==> config.mk <==
export PLATFORM = sky130hd
export DESIGN_NAME = dsl_byte_tokenizer_flat
export DESIGN_NICKNAME = d
export VERILOG_FILES = /design/src/sv/dbt_pkg.sv /design/src/sv/dbt_stream_if.sv /design/src/sv/dsl_byte_tokenizer.sv /design/src/sv/dbt_kw_match.sv /design/src/sv/dbt_out_fifo.sv /design/src/sv/dbt_scanner.sv /design/src/flat_wrapper.sv
export SDC_FILE = /design/constraint.sdc
export NUM_CORES = 2
export LEC_CHECK = 0
export BUFFER_PORTS_ARGS = -buffer_cell sky130_fd_sc_hd__buf_2
export CAP_MARGIN = 20
export CORE_ASPECT_RATIO = 2
export CORE_MARGIN = 3
export CORE_UTILIZATION = 35
export CTS_CLUSTER_SIZE = 10
export DETAILED_ROUTE_END_ITERATION = 16
export PLACE_DENSITY_LB_ADDON = 0.2
export RECOVER_POWER = 100
export SYNTH_ARGS = -nofsm -noshare
export SYNTH_HDL_FRONTEND = slang
export SYNTH_HIERARCHICAL = 1
export SYNTH_SLANG_ARGS = --single-unit
==> constraint.sdc <==
create_clock -name clk -period 19.8 [get_ports clk]
set_input_delay 2.97 -clock clk [delete_from_list [all_inputs] [get_ports clk]]
set_output_delay 2.97 -clock clk [all_outputs]
set_load 0.01 [all_outputs]
==> src/sv/dbt_pkg.sv <==
// Package for the byte tokenizer: scan phases, token kinds, error codes, constants.
// No dependencies.
`default_nettype none
package dbt_pkg;

  localparam int OffsetWidthDefault = 32;
  localparam int NumberLimitDefault = 64;
  localparam int KindWidth = 6;
  localparam int ValueWidth = 63;
  localparam int LengthWidth = 7;
  localparam int KwBytes = 7;
  localparam logic [ValueWidth-1:0] ValueMax = '1;
  localparam logic [LengthWidth-1:0] LengthMax = '1;

  typedef enum logic [14:0] {
    PH_TRIVIA       = 15'h0001,
    PH_SLASH        = 15'h0002,
    PH_LINE         = 15'h0004,
    PH_BLOCK        = 15'h0008,
    PH_BLOCK_STAR   = 15'h0010,
    PH_IDENT        = 15'h0020,
    PH_STRING       = 15'h0040,
    PH_STR_ESC      = 15'h0080,
    PH_NUM_ZERO     = 15'h0100,
    PH_NUM_DEC      = 15'h0200,
    PH_NUM_HEX      = 15'h0400,
    PH_NUM_FRAC     = 15'h0800,
    PH_NUM_EXP_SIGN = 15'h1000,
    PH_NUM_EXP      = 15'h2000,
    PH_OP           = 15'h4000
  } phase_t;

  localparam logic [5:0] K_EOF = 6'd0;
  localparam logic [5:0] K_INVALID = 6'd1;
  localparam logic [5:0] K_IDENT = 6'd2;
  localparam logic [5:0] K_STRING = 6'd3;
  localparam logic [5:0] K_INT = 6'd4;
  localparam logic [5:0] K_FLOAT = 6'd5;
  localparam logic [5:0] K_FIRST_KW = 6'd6;
  localparam logic [5:0] K_TRUE = 6'd16;
  localparam logic [5:0] K_LBRACE = 6'd20;
  localparam logic [5:0] K_RBRACE = 6'd21;
  localparam logic [5:0] K_LPAREN = 6'd22;
  localparam logic [5:0] K_RPAREN = 6'd23;
  localparam logic [5:0] K_LBRACK = 6'd24;
  localparam logic [5:0] K_RBRACK = 6'd25;
  localparam logic [5:0] K_COMMA = 6'd26;
  localparam logic [5:0] K_SEMI = 6'd27;
  localparam logic [5:0] K_DOT = 6'd28;
  localparam logic [5:0] K_ARROW = 6'd29;
  localparam logic [5:0] K_COLON = 6'd30;
  localparam logic [5:0] K_STAR = 6'd31;
  localparam logic [5:0] K_EQEQ = 6'd32;
  localparam logic [5:0] K_NE = 6'd33;
  localparam logic [5:0] K_LT = 6'd34;
  localparam logic [5:0] K_LE = 6'd35;
  localparam logic [5:0] K_GT = 6'd36;
  localparam logic [5:0] K_GE = 6'd37;
  localparam logic [5:0] K_PLUS = 6'd38;
  localparam logic [5:0] K_MINUS = 6'd39;
  localparam logic [5:0] K_SLASH = 6'd40;
  localparam logic [5:0] K_PERCENT = 6'd41;
  localparam logic [5:0] K_BANG = 6'd42;
  localparam logic [5:0] K_ANDAND = 6'd43;
  localparam logic [5:0] K_OROR = 6'd44;
  localparam logic [5:0] K_ASSIGN = 6'd45;

  localparam logic [1:0] E_NONE = 2'd0;
  localparam logic [1:0] E_UNTERM = 2'd1;
  localparam logic [1:0] E_NUMBER = 2'd2;
  localparam logic [1:0] E_CHAR = 2'd3;

  localparam logic MODE_BYTE = 1'b0;
  localparam logic MODE_END = 1'b1;

  // Keyword text, low byte first, and lengths.
  function automatic logic [55:0] kw_text(input logic [3:0] i);
    case (i)
      4'd0:    kw_text = 56'h656c7572;
      4'd1:    kw_text = 56'h776f6c6c61;
      4'd2:    kw_text = 56'h796e6564;
      4'd3:    kw_text = 56'h65726975716572;
      4'd4:    kw_text = 56'h746867696577;
      4'd5:    kw_text = 56'h6e6f73616572;
      4'd6:    kw_text = 56'h68746977;
      4'd7:    kw_text = 56'h646e61;
      4'd8:    kw_text = 56'h726f;
      4'd9:    kw_text = 56'h746f6e;
      4'd10:   kw_text = 56'h65757274;
      4'd11:   kw_text = 56'h65736c6166;
      4'd12:   kw_text = 56'h6669;
      4'd13:   kw_text = 56'h65736c65;
      default: kw_text = '0;
    endcase
  endfunction

  function automatic logic [2:0] kw_len(input logic [3:0] i);
    case (i)
      4'd0, 4'd2, 4'd6, 4'd10, 4'd13: kw_len = 3'd4;
      4'd1, 4'd11:                    kw_len = 3'd5;
      4'd3:                           kw_len = 3'd7;
      4'd4, 4'd5:                     kw_len = 3'd6;
      4'd7, 4'd9:                     kw_len = 3'd3;
      default:                        kw_len = 3'd2;
    endcase
  endfunction

  typedef struct packed {
    logic [KindWidth-1:0]  kind;
    logic [ValueWidth-1:0] value;
    logic [1:0]            err;
  } tok_info_t;

endpackage
`default_nettype wire

==> src/sv/dbt_stream_if.sv <==
// Valid/ready stream interfaces for the tokenizer's input and result channels.
// Depends on nothing.
`default_nettype none
interface dbt_in_if (input logic clk);
  logic       valid;
  logic       ready;
  logic       mode;
  logic [7:0] byte_in;
  modport source (output valid, mode, byte_in, input ready);
  modport sink (input valid, mode, byte_in, output ready);
endinterface

interface dbt_out_if #(parameter int OFFSET_WIDTH = 32) (input logic clk);
  logic                    valid;
  logic                    ready;
  logic [5:0]              token_kind;
  logic [OFFSET_WIDTH-1:0] span_begin;
  logic [OFFSET_WIDTH-1:0] span_end;
  logic [62:0]             int_value;
  logic [1:0]              error_code;
  logic                    last_of_run;
  modport source (output valid, token_kind, span_begin, span_end, int_value, error_code,
                  last_of_run, input ready);
  modport sink (input valid, token_kind, span_begin, span_end, int_value, error_code,
                last_of_run, output ready);
endinterface
`default_nettype wire

==> src/sv/dsl_byte_tokenizer.sv <==
// Byte tokenizer top level: input register, scanner, two two-entry result queues.
// Depends on dbt_pkg, dbt_stream_if, dbt_scanner and dbt_out_fifo.
//
// The tokenizer takes one source byte or end marker per cycle while its input is
// ready, and gives zero, one or two token transactions for it. An accepted byte sits
// in the input register while the scanner decides its tokens; those enter two
// interleaved two-entry queues, four entries in all, that feed the result channel.
// Bytes stream at one per cycle as long as the result side drains; the input stalls
// only while the queued tokens plus the tokens of the byte in flight exceed two,
// which keeps room for the two tokens the next byte may give. The first token of a
// byte is offered once it has passed the input register and a result queue.
`default_nettype none
module dsl_byte_tokenizer #(
  parameter int OFFSET_WIDTH = dbt_pkg::OffsetWidthDefault,
  parameter int NUMBER_LIMIT = dbt_pkg::NumberLimitDefault
) (
  input logic clk,
  input logic rst,
  dbt_in_if.sink   in_ch,
  dbt_out_if.source out_ch
);
  import dbt_pkg::*;

  localparam int EntryWidth = KindWidth + 2 * OFFSET_WIDTH + ValueWidth + 2 + 1;

  logic                    stage_valid;
  logic                    stage_mode;
  logic [7:0]              stage_byte;
  logic [1:0]              n_out;
  tok_info_t               t0, t1;
  logic [OFFSET_WIDTH-1:0] b0, e0, b1, e1;
  logic [1:0]              c0, c1;
  logic                    q0_wr, q1_wr;
  logic                    q0_valid, q1_valid;
  logic [EntryWidth-1:0]   q0_data, q1_data;
  logic                    q_sel;
  logic [EntryWidth-1:0]   out_data;
  logic                    go;
  logic                    rd0, rd1;

  // Results are written into two queues in turn; q_sel points at the older head.
  // Space: queued tokens plus those of the staged byte must leave two of the four
  // entries free for the byte accepted now.
  assign go = stage_valid;
  assign in_ch.ready = ({1'b0, c0} + {1'b0, c1} + (go ? {1'b0, n_out} : 3'd0)) <= 3'd2;

  // Input register.
  always_ff @(posedge clk) begin
    if (rst) stage_valid <= 1'b0;
    else stage_valid <= in_ch.valid && in_ch.ready;
  end
  always_ff @(posedge clk) begin
    if (in_ch.valid && in_ch.ready) begin
      stage_mode <= in_ch.mode;
      stage_byte <= in_ch.byte_in;
    end
  end

  dbt_scanner #(.OFFSET_WIDTH(OFFSET_WIDTH), .NUMBER_LIMIT(NUMBER_LIMIT)) u_scan (
    .clk(clk), .rst(rst), .go(go), .mode(stage_mode), .c(stage_byte), .n_out(n_out),
    .t0(t0), .b0(b0), .e0(e0), .t1(t1), .b1(b1), .e1(e1)
  );

  // Write pointer alternates between the two queues so order is kept.
  logic wsel;
  always_ff @(posedge clk) begin
    if (rst) wsel <= 1'b0;
    else if (go && n_out == 2'd1) wsel <= ~wsel;
  end
  always_ff @(posedge clk) begin
    if (rst) q_sel <= 1'b0;
    else if (out_ch.valid && out_ch.ready) q_sel <= ~q_sel;
  end

  logic [EntryWidth-1:0] ent0, ent1;
  assign ent0 = {t0.kind, b0, e0, t0.value, t0.err, n_out == 2'd1};
  assign ent1 = {t1.kind, b1, e1, t1.value, t1.err, 1'b1};
  assign q0_wr = go && n_out != 2'd0 && (n_out == 2'd2 || !wsel);
  assign q1_wr = go && n_out != 2'd0 && (n_out == 2'd2 || wsel);

  logic [EntryWidth-1:0] w0, w1;
  assign w0 = (n_out == 2'd2) ? (wsel ? ent1 : ent0) : ent0;
  assign w1 = (n_out == 2'd2) ? (wsel ? ent0 : ent1) : ent0;

  assign rd0 = out_ch.valid && out_ch.ready && !q_sel;
  assign rd1 = out_ch.valid && out_ch.ready && q_sel;

  dbt_out_fifo #(.Width(EntryWidth)) u_q0 (
    .clk(clk), .rst(rst), .wr_en(q0_wr), .wr_data(w0), .count(c0),
    .rd_valid(q0_valid), .rd_data(q0_data), .rd_en(rd0)
  );
  dbt_out_fifo #(.Width(EntryWidth)) u_q1 (
    .clk(clk), .rst(rst), .wr_en(q1_wr), .wr_data(w1), .count(c1),
    .rd_valid(q1_valid), .rd_data(q1_data), .rd_en(rd1)
  );

  // Result channel.
  assign out_data = q_sel ? q1_data : q0_data;
  assign out_ch.valid = q_sel ? q1_valid : q0_valid;
  assign {out_ch.token_kind, out_ch.span_begin, out_ch.span_end, out_ch.int_value,
          out_ch.error_code, out_ch.last_of_run} = out_data;
endmodule
`default_nettype wire

==> src/sv/dbt_kw_match.sv <==
// Keyword matcher: compares the 7-byte identifier buffer with the keyword table.
// Depends on dbt_pkg.
`default_nettype none
module dbt_kw_match (
  input  logic [55:0] buffer,
  input  logic [6:0]  length,
  output logic [5:0]  kind
);
  import dbt_pkg::*;

  // Fourteen independent compares; the lowest-numbered hit wins.
  always_comb begin
    kind = K_IDENT;
    for (int i = 13; i >= 0; i--) begin
      logic [55:0] mask;
      logic [2:0]  len;
      len = kw_len(4'(i));
      mask = (56'd1 << (6'(len) * 6'd8)) - 56'd1;
      if (length == 7'(len) && ((buffer & mask) == kw_text(4'(i)))) begin
        kind = K_FIRST_KW + 6'(i);
      end
    end
  end
endmodule
`default_nettype wire

==> src/sv/dbt_out_fifo.sv <==
// Two-entry result queue between the scanner and the output channel.
// No dependencies.
`default_nettype none
module dbt_out_fifo #(
  parameter int Width = 8
) (
  input  logic             clk,
  input  logic             rst,
  input  logic             wr_en,
  input  logic [Width-1:0] wr_data,
  output logic [1:0]       count,
  output logic             rd_valid,
  output logic [Width-1:0] rd_data,
  input  logic             rd_en
);
  logic [Width-1:0] mem [2];
  logic             wr_ptr;
  logic             rd_ptr;

  assign rd_valid = count != 2'd0;
  assign rd_data  = mem[rd_ptr];

  // Pointers and fill count.
  always_ff @(posedge clk) begin
    if (rst) begin
      wr_ptr <= 1'b0;
      rd_ptr <= 1'b0;
      count  <= 2'd0;
    end else begin
      if (wr_en) wr_ptr <= ~wr_ptr;
      if (rd_en) rd_ptr <= ~rd_ptr;
      count <= count + 2'(wr_en) - 2'(rd_en);
    end
  end

  // Entry storage.
  always_ff @(posedge clk) begin
    if (wr_en) mem[wr_ptr] <= wr_data;
  end
endmodule
`default_nettype wire

==> src/sv/dbt_scanner.sv <==
// Scanner core: lexer state registers and token decisions for the staged byte.
// Depends on dbt_pkg and dbt_kw_match.
`default_nettype none
module dbt_scanner #(
  parameter int OFFSET_WIDTH = dbt_pkg::OffsetWidthDefault,
  parameter int NUMBER_LIMIT = dbt_pkg::NumberLimitDefault
) (
  input  logic                    clk,
  input  logic                    rst,
  input  logic                    go,
  input  logic                    mode,
  input  logic [7:0]              c,
  output logic [1:0]              n_out,
  output dbt_pkg::tok_info_t      t0,
  output logic [OFFSET_WIDTH-1:0] b0,
  output logic [OFFSET_WIDTH-1:0] e0,
  output dbt_pkg::tok_info_t      t1,
  output logic [OFFSET_WIDTH-1:0] b1,
  output logic [OFFSET_WIDTH-1:0] e1
);
  import dbt_pkg::*;

  localparam int OW = OFFSET_WIDTH;

  phase_t            phase, phase_next;
  logic [OW-1:0]     token_start, token_start_next;
  logic [OW-1:0]     byte_offset;
  logic [63:0]       number_accum, number_accum_next;
  logic [6:0]        token_length, token_length_next;
  logic [55:0]       keyword_buffer, keyword_buffer_next;
  logic              string_quote, string_quote_next;
  logic              comment_open, comment_open_next;
  logic [5:0]        kw_kind;
  logic [OW-1:0]     p, p1;

  dbt_kw_match u_kw (.buffer(keyword_buffer), .length(token_length), .kind(kw_kind));

  assign p  = byte_offset;
  assign p1 = byte_offset + OW'(1);

  function automatic logic is_dig(input logic [7:0] x);
    return x >= "0" && x <= "9";
  endfunction
  function automatic logic is_id0(input logic [7:0] x);
    return (x >= "a" && x <= "z") || (x >= "A" && x <= "Z") || x == "_";
  endfunction
  function automatic logic [4:0] hex_v(input logic [7:0] x);
    if (is_dig(x)) return {1'b0, 4'(x - "0")};
    if (x >= "a" && x <= "f") return {1'b0, 4'(x - "a" + 8'd10)};
    if (x >= "A" && x <= "F") return {1'b0, 4'(x - "A" + 8'd10)};
    return 5'h10;
  endfunction

  // Saturating accumulate: radix 10 uses shifts and one add; the compare checks overflow.
  function automatic logic [63:0] accum(input logic [63:0] a, input logic hex,
                                        input logic [3:0] d);
    logic [67:0] prod;
    logic [67:0] sum;
    prod = hex ? {a, 4'd0} : ({a, 3'd0} + {3'd0, a, 1'b0});
    sum = prod + 68'(d);
    if (a > 64'(ValueMax) || sum > 68'(ValueMax)) return 64'(ValueMax);
    return sum[63:0];
  endfunction

  function automatic tok_info_t mk(input logic [5:0] k, input logic [62:0] v,
                                   input logic [1:0] e);
    tok_info_t t;
    t.kind = k;
    t.value = v;
    t.err = e;
    return t;
  endfunction

  // The one-character form of a pending operator.
  function automatic tok_info_t op1(input logic [7:0] f);
    case (f)
      "-":     return mk(K_MINUS, '0, E_NONE);
      "!":     return mk(K_BANG, '0, E_NONE);
      "=":     return mk(K_ASSIGN, '0, E_NONE);
      "<":     return mk(K_LT, '0, E_NONE);
      ">":     return mk(K_GT, '0, E_NONE);
      default: return mk(K_INVALID, '0, E_CHAR);
    endcase
  endfunction

  // Next state and up to two result transactions for this byte or end marker.
  always_comb begin
    logic       ending;
    logic       start;
    logic       is_num;
    logic [4:0] hv;
    logic [5:0] k2;
    tok_info_t  fin;
    logic       fin_v;
    tok_info_t  st;
    logic       st_v;
    phase_next          = phase;
    token_start_next    = token_start;
    number_accum_next   = number_accum;
    token_length_next   = token_length;
    keyword_buffer_next = keyword_buffer;
    string_quote_next   = string_quote;
    comment_open_next   = comment_open;
    ending = 1'b0;
    start  = 1'b0;
    fin    = mk(K_EOF, '0, E_NONE);
    fin_v  = 1'b0;
    st     = mk(K_EOF, '0, E_NONE);
    st_v   = 1'b0;
    hv     = hex_v(c);
    k2     = K_EOF;
    is_num = phase == PH_NUM_ZERO || phase == PH_NUM_DEC || phase == PH_NUM_HEX
          || phase == PH_NUM_FRAC || phase == PH_NUM_EXP_SIGN || phase == PH_NUM_EXP;
    n_out = 2'd0;
    t0 = fin; t1 = fin;
    b0 = token_start; e0 = p; b1 = p; e1 = p1;

    if (mode == MODE_END) begin
      // Flush the open token, then the end token.
      ending = 1'b1;
      fin_v = 1'b1;
      case (phase)
        PH_SLASH:  fin = mk(K_SLASH, '0, E_NONE);
        PH_IDENT:  fin = mk(kw_kind, (kw_kind == K_TRUE) ? 63'd1 : 63'd0, E_NONE);
        PH_STRING, PH_STR_ESC: fin = mk(K_INVALID, '0, E_UNTERM);
        PH_OP:     fin = op1(keyword_buffer[7:0]);
        default: begin
          if (is_num) begin
            if (32'(token_length) >= NUMBER_LIMIT) fin = mk(K_INVALID, '0, E_NUMBER);
            else if (phase == PH_NUM_FRAC || phase == PH_NUM_EXP_SIGN ||
                     phase == PH_NUM_EXP) fin = mk(K_FLOAT, '0, E_NONE);
            else fin = mk(K_INT, number_accum[62:0], E_NONE);
          end else begin
            fin_v = 1'b0;
          end
        end
      endcase
      st = mk(K_EOF, '0,
              (comment_open || phase == PH_BLOCK || phase == PH_BLOCK_STAR) ? E_UNTERM : E_NONE);
      st_v = 1'b1;
      b1 = p; e1 = p;
    end else begin
      case (phase)
        PH_SLASH: begin
          if (c == "/") phase_next = PH_LINE;
          else if (c == "*") begin
            phase_next = PH_BLOCK;
            comment_open_next = 1'b1;
          end else begin
            fin = mk(K_SLASH, '0, E_NONE); fin_v = 1'b1; start = 1'b1;
          end
        end
        PH_LINE: if (c == 8'h0a) phase_next = PH_TRIVIA;
        PH_BLOCK: if (c == "*") phase_next = PH_BLOCK_STAR;
        PH_BLOCK_STAR: begin
          if (c == "/") begin
            phase_next = PH_TRIVIA;
            comment_open_next = 1'b0;
          end else if (c != "*") phase_next = PH_BLOCK;
        end
        PH_IDENT: begin
          if (is_id0(c) || is_dig(c)) begin
            for (int j = 1; j < KwBytes; j++) begin
              if (token_length == 7'(j)) keyword_buffer_next[8*j +: 8] = c;
            end
            if (token_length != LengthMax) token_length_next = token_length + 7'd1;
          end else begin
            fin = mk(kw_kind, (kw_kind == K_TRUE) ? 63'd1 : 63'd0, E_NONE);
            fin_v = 1'b1; start = 1'b1;
          end
        end
        PH_STRING: begin
          if (c == (string_quote ? 8'h27 : 8'h22)) begin
            phase_next = PH_TRIVIA;
            fin = mk(K_STRING, '0, E_NONE); fin_v = 1'b1; e0 = p1;
          end else if (c == 8'h5c) phase_next = PH_STR_ESC;
          else if (c == 8'h0a) begin
            phase_next = PH_TRIVIA;
            fin = mk(K_INVALID, '0, E_UNTERM); fin_v = 1'b1;
          end
        end
        PH_STR_ESC: phase_next = PH_STRING;
        PH_OP: begin
          case ({keyword_buffer[7:0], c})
            {"-", ">"}: k2 = K_ARROW;
            {"!", "="}: k2 = K_NE;
            {"=", "="}: k2 = K_EQEQ;
            {"<", "="}: k2 = K_LE;
            {">", "="}: k2 = K_GE;
            {"&", "&"}: k2 = K_ANDAND;
            {"|", "|"}: k2 = K_OROR;
            default:    k2 = K_EOF;
          endcase
          fin_v = 1'b1;
          if (k2 != K_EOF) begin
            phase_next = PH_TRIVIA;
            fin = mk(k2, '0, E_NONE); e0 = p1;
          end else begin
            fin = op1(keyword_buffer[7:0]); start = 1'b1;
          end
        end
        PH_TRIVIA: start = 1'b1;
        default: begin
          // Number phases.
          logic cont;
          cont = 1'b1;
          if (phase == PH_NUM_ZERO && (c == "x" || c == "X")) phase_next = PH_NUM_HEX;
          else if (phase == PH_NUM_ZERO || phase == PH_NUM_DEC) begin
            if (is_dig(c)) begin
              phase_next = PH_NUM_DEC;
              number_accum_next = accum(number_accum, 1'b0, c[3:0]);
            end else if (c == ".") phase_next = PH_NUM_FRAC;
            else if (c == "e" || c == "E") phase_next = PH_NUM_EXP_SIGN;
            else cont = 1'b0;
          end else if (phase == PH_NUM_FRAC) begin
            if (c == "e" || c == "E") phase_next = PH_NUM_EXP_SIGN;
            else if (!is_dig(c)) cont = 1'b0;
          end else if (phase == PH_NUM_EXP_SIGN) begin
            if (c == "+" || c == "-" || is_dig(c)) phase_next = PH_NUM_EXP;
            else cont = 1'b0;
          end else if (phase == PH_NUM_EXP) begin
            if (!is_dig(c)) cont = 1'b0;
          end else begin
            if (!hv[4]) number_accum_next = accum(number_accum, 1'b1, hv[3:0]);
            else cont = 1'b0;
          end
          if (cont) begin
            if (token_length != LengthMax) token_length_next = token_length + 7'd1;
          end else begin
            fin_v = 1'b1; start = 1'b1;
            if (32'(token_length) >= NUMBER_LIMIT) fin = mk(K_INVALID, '0, E_NUMBER);
            else if (phase == PH_NUM_FRAC || phase == PH_NUM_EXP_SIGN ||
                     phase == PH_NUM_EXP) fin = mk(K_FLOAT, '0, E_NONE);
            else fin = mk(K_INT, number_accum[62:0], E_NONE);
          end
        end
      endcase

      // A new token starts on this byte.
      if (start) begin
        phase_next = PH_TRIVIA;
        token_start_next = p;
        token_length_next = 7'd1;
        number_accum_next = '0;
        keyword_buffer_next = {48'd0, c};
        st_v = 1'b1;
        if (c == " " || c == 8'h09 || c == 8'h0d || c == 8'h0a) st_v = 1'b0;
        else if (is_id0(c)) begin
          phase_next = PH_IDENT; st_v = 1'b0;
        end else if (is_dig(c)) begin
          number_accum_next = 64'(c[3:0]);
          phase_next = (c == "0") ? PH_NUM_ZERO : PH_NUM_DEC;
          st_v = 1'b0;
        end else begin
          case (c)
            8'h22: begin string_quote_next = 1'b0; phase_next = PH_STRING; st_v = 1'b0; end
            8'h27: begin string_quote_next = 1'b1; phase_next = PH_STRING; st_v = 1'b0; end
            "/": begin phase_next = PH_SLASH; st_v = 1'b0; end
            "-", "!", "=", "<", ">", "&", "|": begin phase_next = PH_OP; st_v = 1'b0; end
            "{": st = mk(K_LBRACE, '0, E_NONE);
            "}": st = mk(K_RBRACE, '0, E_NONE);
            "(": st = mk(K_LPAREN, '0, E_NONE);
            ")": st = mk(K_RPAREN, '0, E_NONE);
            "[": st = mk(K_LBRACK, '0, E_NONE);
            "]": st = mk(K_RBRACK, '0, E_NONE);
            ",": st = mk(K_COMMA, '0, E_NONE);
            ";": st = mk(K_SEMI, '0, E_NONE);
            ".": st = mk(K_DOT, '0, E_NONE);
            ":": st = mk(K_COLON, '0, E_NONE);
            "*": st = mk(K_STAR, '0, E_NONE);
            "+": st = mk(K_PLUS, '0, E_NONE);
            "%": st = mk(K_PERCENT, '0, E_NONE);
            default: st = mk(K_INVALID, '0, E_CHAR);
          endcase
        end
      end
    end

    // Pack results in order.
    if (fin_v) begin
      t0 = fin;
      t1 = st;
      n_out = st_v ? 2'd2 : 2'd1;
    end else if (st_v) begin
      t0 = st; b0 = b1; e0 = e1;
      n_out = 2'd1;
    end
    if (ending) phase_next = PH_TRIVIA;
  end

  // State registers.
  always_ff @(posedge clk) begin
    if (rst || (go && mode == MODE_END)) begin
      phase          <= PH_TRIVIA;
      token_start    <= '0;
      byte_offset    <= '0;
      number_accum   <= '0;
      token_length   <= '0;
      keyword_buffer <= '0;
      string_quote   <= 1'b0;
      comment_open   <= 1'b0;
    end else if (go) begin
      phase          <= phase_next;
      token_start    <= token_start_next;
      byte_offset    <= p1;
      number_accum   <= number_accum_next;
      token_length   <= token_length_next;
      keyword_buffer <= keyword_buffer_next;
      string_quote   <= string_quote_next;
      comment_open   <= comment_open_next;
    end
  end
endmodule
`default_nettype wire

==> src/flat_wrapper.sv <==
// flat-port wrapper written by rule: the top's interface ports become plain ports
module dsl_byte_tokenizer_flat import dbt_pkg::*;
#(
  parameter int OFFSET_WIDTH = dbt_pkg::OffsetWidthDefault,
  parameter int NUMBER_LIMIT = dbt_pkg::NumberLimitDefault
)
  (clk, rst, in_ch_valid, in_ch_mode, in_ch_byte_in, in_ch_ready, out_ch_valid, out_ch_token_kind, out_ch_span_begin, out_ch_span_end, out_ch_int_value, out_ch_error_code, out_ch_last_of_run, out_ch_ready);
  dbt_in_if in_ch_i (.clk(clk));
  dbt_out_if #(.OFFSET_WIDTH(OFFSET_WIDTH)) out_ch_i (.clk(clk));
  input logic clk;
  input logic rst;
  input wire logic [$bits(in_ch_i.valid)-1:0] in_ch_valid;
  input wire logic [$bits(in_ch_i.mode)-1:0] in_ch_mode;
  input wire logic [$bits(in_ch_i.byte_in)-1:0] in_ch_byte_in;
  output wire logic [$bits(in_ch_i.ready)-1:0] in_ch_ready;
  output wire logic [$bits(out_ch_i.valid)-1:0] out_ch_valid;
  output wire logic [$bits(out_ch_i.token_kind)-1:0] out_ch_token_kind;
  output wire logic [$bits(out_ch_i.span_begin)-1:0] out_ch_span_begin;
  output wire logic [$bits(out_ch_i.span_end)-1:0] out_ch_span_end;
  output wire logic [$bits(out_ch_i.int_value)-1:0] out_ch_int_value;
  output wire logic [$bits(out_ch_i.error_code)-1:0] out_ch_error_code;
  output wire logic [$bits(out_ch_i.last_of_run)-1:0] out_ch_last_of_run;
  input wire logic [$bits(out_ch_i.ready)-1:0] out_ch_ready;
  assign in_ch_i.valid = in_ch_valid;
  assign in_ch_i.mode = in_ch_mode;
  assign in_ch_i.byte_in = in_ch_byte_in;
  assign in_ch_ready = in_ch_i.ready;
  assign out_ch_valid = out_ch_i.valid;
  assign out_ch_token_kind = out_ch_i.token_kind;
  assign out_ch_span_begin = out_ch_i.span_begin;
  assign out_ch_span_end = out_ch_i.span_end;
  assign out_ch_int_value = out_ch_i.int_value;
  assign out_ch_error_code = out_ch_i.error_code;
  assign out_ch_last_of_run = out_ch_i.last_of_run;
  assign out_ch_i.ready = out_ch_ready;
  dsl_byte_tokenizer #(.OFFSET_WIDTH(OFFSET_WIDTH), .NUMBER_LIMIT(NUMBER_LIMIT)) u_core (.clk(clk), .rst(rst), .in_ch(in_ch_i), .out_ch(out_ch_i));
endmodule
# After elaboration in Yosys (flattened, before gate mapping)
# Memory sizes are Yosys's and may differ from the RTL's. A register that Yosys moved wholly into a read port is not among the register bits.
# Index checks and enable logic that the tools add are counted.
dict set report word_totals {
  register_bits 228
  ramBits 544
  inputBits 13
  out_inout_bits 138
  word_cells 459
  n_memories 2
}
# name depth word_bits read_ports rd_clocked_by_memory_dff wr line
set memory_table {}
lappend memory_table {u_core.u_q0.mem 2 136 1 1 1 dbt_out_fifo.sv:16} ;# logic [Width-1:0] mem [2];
lappend memory_table {u_core.u_q1.mem 2 136 1 1 1 dbt_out_fifo.sv:16}
dict set report classes {
  addsub 16
  n_lt_le_gt_ge 13
  eq_ne 106
  n_mux 193
  n_bitwise 10
  n_reduce_logical 94
}
# op count
set op_table {}
lappend op_table {{one-hot mux 71 bit (14 select lines)} 1}
lappend op_table {{2-to-1 mux 71 bit} 13}
lappend op_table {{2-to-1 mux 64 bit} 13}
lappend op_table {{one-hot mux 71 bit (5 select lines)} 2}
lappend op_table {{2-to-1 mux 136 bit} 5}
lappend op_table {{2-to-1 mux 15 bit} 23}
lappend op_table {{one-hot mux 71 bit (4 select lines)} 1}
lappend op_table {{2-to-1 mux 32 bit} 8}
lappend op_table {{2-to-1 mux 68 bit} 3}
lappend op_table {{== test 8 x 6 -> 1 bit (second input constant)} 25}
lappend op_table {{2-to-1 mux 66 bit} 3}
lappend op_table {{== test 32 x 31 -> 1 bit (second input constant)} 5}
lappend op_table {{adder 68 x 4 -> 68 bit} 2}
lappend op_table {{greater-than comparator 68 x 63 -> 1 bit (second input constant)} 2}
lappend op_table {{one-hot mux 15 bit (8 select lines)} 1}
lappend op_table {{== test 16 x 14 -> 1 bit (second input constant)} 6}
lappend op_table {{== test 48 x 47 -> 1 bit (second input constant)} 2}
lappend op_table {{2-to-1 mux 48 bit} 2}
lappend op_table {{2-to-1 mux 6 bit} 15}
lappend op_table {{== test 8 x 7 -> 1 bit (second input constant)} 11}
lappend op_table {{== test 40 x 39 -> 1 bit (second input constant)} 2}
lappend op_table {{adder 67 x 65 -> 68 bit} 1}
lappend op_table {{2-to-1 mux 1 bit} 68}
lappend op_table {{2-to-1 mux 67 bit} 1}
lappend op_table {{85 further kinds} 217}

# Depth between registers and ports, before layout
dict set report depth {
  ltp_word 30
  ltp_mapped 20
  ltp_nobuf 17
}

# Hierarchy
# The synthesis kept the hierarchy.
# mod instances cells_each area_each_um2
set modules_own_cells {}
lappend modules_own_cells {dbt_out_fifo 2 443 10174.8}
lappend modules_own_cells {dbt_scanner 1 2402 17853.4}
lappend modules_own_cells {dsl_byte_tokenizer 1 500 5606.6}
lappend modules_own_cells {dbt_kw_match 1 120 849.6}

# Worst setup path before layout
# No wires, ideal clock.
dict set report synth_path {
  kind {reg2reg}
  startpoint {register u_core.stage_byte[1]}
  endpoint {memory u_core/u_q0/mem[0][0] (netlist bit) (enable)}
  arrival_time_ns 9.841
  required_ns 19.151
  setup_slack_ns 9.310
  path_stages_with_launch 16
  path_buffers 2
  path_cell_list {edfxtp_1 clkbuf_1 inv_1 ha_1 nand4b_1 or4_1 o22ai_1 nor4b_2 nor3_2 a21o_1 buf_2 o21ai_0 ha_1 nand2b_1 a21boi_0 nor2b_1}
}
dict set report synth_between {
  elab_chain_cells 28
  word_cells_on_any_way 112
}
# item line
set synth_lines {}
lappend synth_lines {{start: declaration} dsl_byte_tokenizer.sv:28} ;# logic [7:0] stage_byte;
lappend synth_lines {{start signal: assignment} dsl_byte_tokenizer.sv:55} ;# stage_byte <= in_ch.byte_in;
lappend synth_lines {{>= comparator 8 x 7 -> 1 bit or less-or-equal comparator 8 x 7 -> 1 bit (tied branches)} {dbt_scanner.sv:45, dbt_scanner.sv:50}}
lappend synth_lines {{logical AND 1 bit} dbt_scanner.sv:50} ;# if (x >= "A" && x <= "F") return {1'b0, 4'(x - "A" + 8'd10)};
lappend synth_lines {{2-to-1 mux 1 bit (2 in a row)} dbt_scanner.sv:50}
lappend synth_lines {{2-to-1 mux 1 bit} dbt_scanner.sv:49} ;# if (x >= "a" && x <= "f") return {1'b0, 4'(x - "a" + 8'd10)};
lappend synth_lines {{2-to-1 mux 5 bit} dbt_scanner.sv:51} ;# return 5'h10;
lappend synth_lines {{2-to-1 mux 5 bit} dbt_scanner.sv:50}
lappend synth_lines {{2-to-1 mux 5 bit} dbt_scanner.sv:49}
lappend synth_lines {{2-to-1 mux 1 bit} dbt_scanner.sv:224} ;# if (!hv[4]) number_accum_next = accum(number_accum, 1'b1, hv[3:0]);
lappend synth_lines {{[13 not listed]} --}
lappend synth_lines {{2-to-1 mux 2 bit (*)} dbt_scanner.sv:280} ;# if (fin_v) begin
lappend synth_lines {{net u_core.n_out[0]} dsl_byte_tokenizer.sv:29} ;# logic [1:0] n_out;
lappend synth_lines {{== test 2 bit or nonzero test 2 bit (tied branches)} dsl_byte_tokenizer.sv:78} ;# assign q0_wr = go && n_out != 2'd0 && (n_out == 2'd2 || !wsel);
lappend synth_lines {{logical OR 1 bit or logical AND 1 bit (tied branches)} dsl_byte_tokenizer.sv:78}
lappend synth_lines {{logical AND 1 bit (*)} dsl_byte_tokenizer.sv:78}
lappend synth_lines {{net u_core.q0_wr} dsl_byte_tokenizer.sv:33} ;# logic q0_wr, q1_wr;
lappend synth_lines {{2-to-1 mux 1 bit (*)} dbt_out_fifo.sv:38} ;# if (wr_en) mem[wr_ptr] <= wr_data;
lappend synth_lines {{2-to-1 mux 1 bit (not written as such) (*)} dbt_out_fifo.sv:38}
lappend synth_lines {{end: declaration} dbt_out_fifo.sv:16}
# Mark *: on every way through the listed nets, which the timed path passes. The rest lies on a longest branch. The select of a mux whose other input is x is not followed.

==> out/results.ini <==
[worst_setup_path]
end_kind = output port
cp.arrival_ns = 8.97
worstReg2RegStart = u_core/stage_byte[0]
critPathMostFrequentCell = clkbuf_1
crit_type = register to output port
slowest_stage = clkbuf_1
slowest_delay_ns = 2.41
crit_fanout = 50
reg2reg_to = u_core/u_q0/mem[1][122]
cp-start-kind = register
worstPathCellList = clkbuf_1 -> clkbuf_1 -> mux2_2 -> mux2_1 -> buf_2
rr_worst_depth = 14
r2r_slack_ns = 7.94
crit_required_ns = 16.83

[min_path]
hp-start = u_core/u_scan/token_start[11]
hold_end = u_core/u_scan/token_start[11]
min_path_type = register to register
min_path_cells = 2

[sta]
timing.fmax_ghz = 0.0838
min_period_over_period_pct = 60.3
tightest_slew_ns = 3.96
finalSetupViolations = 0
worst_clock_skew_ns = 0.0300
post-route-min-period_ns = 11.94
maxSlewViolCount = 1323
rsz0062_at_grt = no
setup_tns_ns = 0
hold_viol_final = 0
relSlewSlack_pct = -164

[clock_network]
clockBufferDepth = 3
postCtsResizedCells = 0
post-cts-setup-buffers = 0
hold_buffers = 0
clk-insertion-delay-late_ns = 0.70
cts-buffers-inserted = 88
clk_pin_slew_worst_paths_ns = 0.06
ctsRootBufferMaster = clkbuf_16
clock-sinks = 774
cts_tree = built
cts_max_level = 3

[placement]
place.gp.congestion = 0.946
placed_area_um2 = 46600
dp.cells = 5539
dpl.hpwl_um = 93400
numPortBuffers = 150

[grt]
overflow = 0
grt_first_pass_wirelength_um = 204000
grt_pass1_vias = 32800
grt_max_degree = 109
antenna_found_initial = 5
track_usage_pct = 20.4

[pwr]
power_switching_share_pct = 29.7
pwr-share-clk_pct = 34.4
power_density_nw_per_um2 = 90.2
comb_power_share_pct = 22.2
p_int_mw = 3.08
seq_power_share_pct = 43.4
p_leak_nw = 18.3
switchingPower_mw = 1.30
ir_drop_v = 0.0000799

[floorplan]
die_w_um = 259
io_pins = 151
rows = 184
dieArea_um2 = 132000
start_util_pct = 35.4
dieHeight_um = 511
coreArea_um2 = 126000

[detailed_routing]
routedWlPerCell_um = 24.0
first_pass_iters = 5
routed_wl_um = 137000
drc = 0
num_vias = 30800
drt_iter0_drc = 1542
vias_per_cell = 5.40
final_antenna_net_count = 0

[final_layout]
final_common_cell = edfxtp_1
final_cell_mix = edfxtp_1, mux2_2, nand2_1
area_growth_pct = 8.76
layout.nets = 4116
register_area_um2 = 21000
multi_input_area_um2 = 21700
fin_area_um2 = 48600
n_fill_cell = 12600
drive_gt1_share_pct = 17.5
fin_cells = 5702

[outcome]
violations = max-capacitance violations, max-slew violations
status = complete, but fails checks

[synthesis]
avgSynthCellArea_um2 = 11.4
ys_top_cells_by_area = edfxtp_1, mux2_2, dfxtp_1
synth_seq_cells = 774
syn_area_um2 = 44700
postSynthCellCount = 3908
post-synth-top-area-fraction_pct = 37.2
synth.distinct_cells = 101
async_flop_share_pct = 0
yosysTopAreaCell = edfxtp_1
yosys_warnings = 6
synth_edf_count = 553
synth-seq-area-share_pct = 47.1
synth_flop_cell = edfxtp_1

[job]
cap_violations = 30

[critical path: cells and delay by family (launching register included)]
kind | cells | cell delay [ns]
DFF | 1 | 2.36
buffers and inverters | 3 | 4.97
muxes | 2 | 0.87
[registers in the layout, indices dropped and copies added, names as in the netlist, 2 cells and up, named ones only]
name                          count
u_core/u_scan/keyword_buffer     56
u_core/u_scan/b1                 32
u_core/u_scan/phase              15
u_core/u_q1/mem                 272
u_core/u_q1/count                 2
u_core/u_q0/mem                 272
u_core/stage_byte                 8
u_core/u_scan/number_accum       64
u_core/u_q0/count                 2
u_core/u_scan/token_length        7
u_core/u_scan/token_start        32
[logic make-up (layout without fill, tap and decap cells)]
| kind of cell | Yosys count | in the layout | share of synthesized area (%) |
|---|---|---|---|
| XOR/XNOR | 160 | 160 | 3.20 |
| other | 2 | 65 | 0.0168 |
| AND/OR/NAND/NOR | 1076 | 1076 | 12.4 |
| multiplexers | 760 | 760 | 20.0 |
| buffers and inverters | 353 | 410 | 4.17 |
| flip-flops | 774 | 774 | 47.1 |
| AO/OA/AOI/OAI | 636 | 636 | 8.90 |
| adder cells (fa/ha/maj) | 147 | 147 | 4.19 |
[how the worst max path moves through the flow]
stage / startpoint / end / slack, ns / cells after the start
after floorplan: u_core/stage_byte[1] / u_core/u_q0/mem[0][0] / 9.31 / 15
final: register / out_ch_int_value[40] / 7.86 / 5
after global routing: register / out_ch_int_value[40] / 7.04 / 5
after CTS: u_core/stage_byte[0] / in_ch_ready / 10.44 / 17
after global placement: u_core/stage_byte[0] / in_ch_ready / 11.23 / 16
after detailed placement: u_core/stage_byte[0] / in_ch_ready / 11.22 / 17
[final cells by class]
cell class	count	area share [%]
Clock buffer	153	5.08
Clock inverter	8	0.191
Inverter	50	0.386
Tap cell	1674	4.31
Timing Repair Buffer	199	1.97
Multi-Input combinational cell	2843	44.8
Antenna cell	1	0.00515
Sequential cell	774	43.3
[cell usage after synthesis, drive strengths merged (9+ instances only)]
cell type	number
a211oi	20
a21o	36
a21oi	168
a31oi	20
and2	16
and3	106
and4	10
buf	185
clkbuf	118
dfxtp	221
edfxtp	553
ha	143
inv	50
mux2	715
mux2i	45
nand2	338
nand2b	17
nand3	69
nand4	68
nand4b	9
nor2	228
nor2b	25
nor3	57
nor4	32
nor4b	16
o211ai	18
o21a	14
o21ai	199
o21bai	63
o22ai	12
o31ai	12
or2	10
or3	16
or4	11
xnor2	79
xor2	79
[metrics by stage]
| step | util, % | setup slack (ns) | hold slack (ns) | power (mW) |
|---|---|---|---|---|
| final | 38.5 | 7.86 | 0.451 | 4.38 |
| after global routing | 38.5 | 7.04 | 0.463 | 4.57 |
| after CTS | 38.9 | 10.44 | 0.452 | 4.49 |
| after detailed placement | 36.9 | 11.22 | 0.443 | 2.96 |
| after global placement | 36.9 | 11.23 | 0.439 | 2.96 |
| after floorplan | - | 9.31 | 0.433 | 2.59 |
[layer usage]
metal | track usage (%) | part of all wire (%) | up-vias
li1 | - | - | 14500
met2 | 41.4 | 57 | 728
met1 | 19.5 | 35 | 15300
met5 | 0 | 0.0095 | -
met4 | 10.4 | 5.4 | 2
met3 | 2.55 | 3.2 | 321
[power groups by stage]
stage,clock (mW),combinational [mW],sequential (mW)
global route,1.61,1.05,1.91
global placement,0,1.03,1.92
finish,1.51,0.973,1.90
CTS,1.56,1.04,1.89
floorplan,0,0.687,1.90
detailed placement,0,1.03,1.93
No activity file was read; power rests on OpenSTA's default activity.
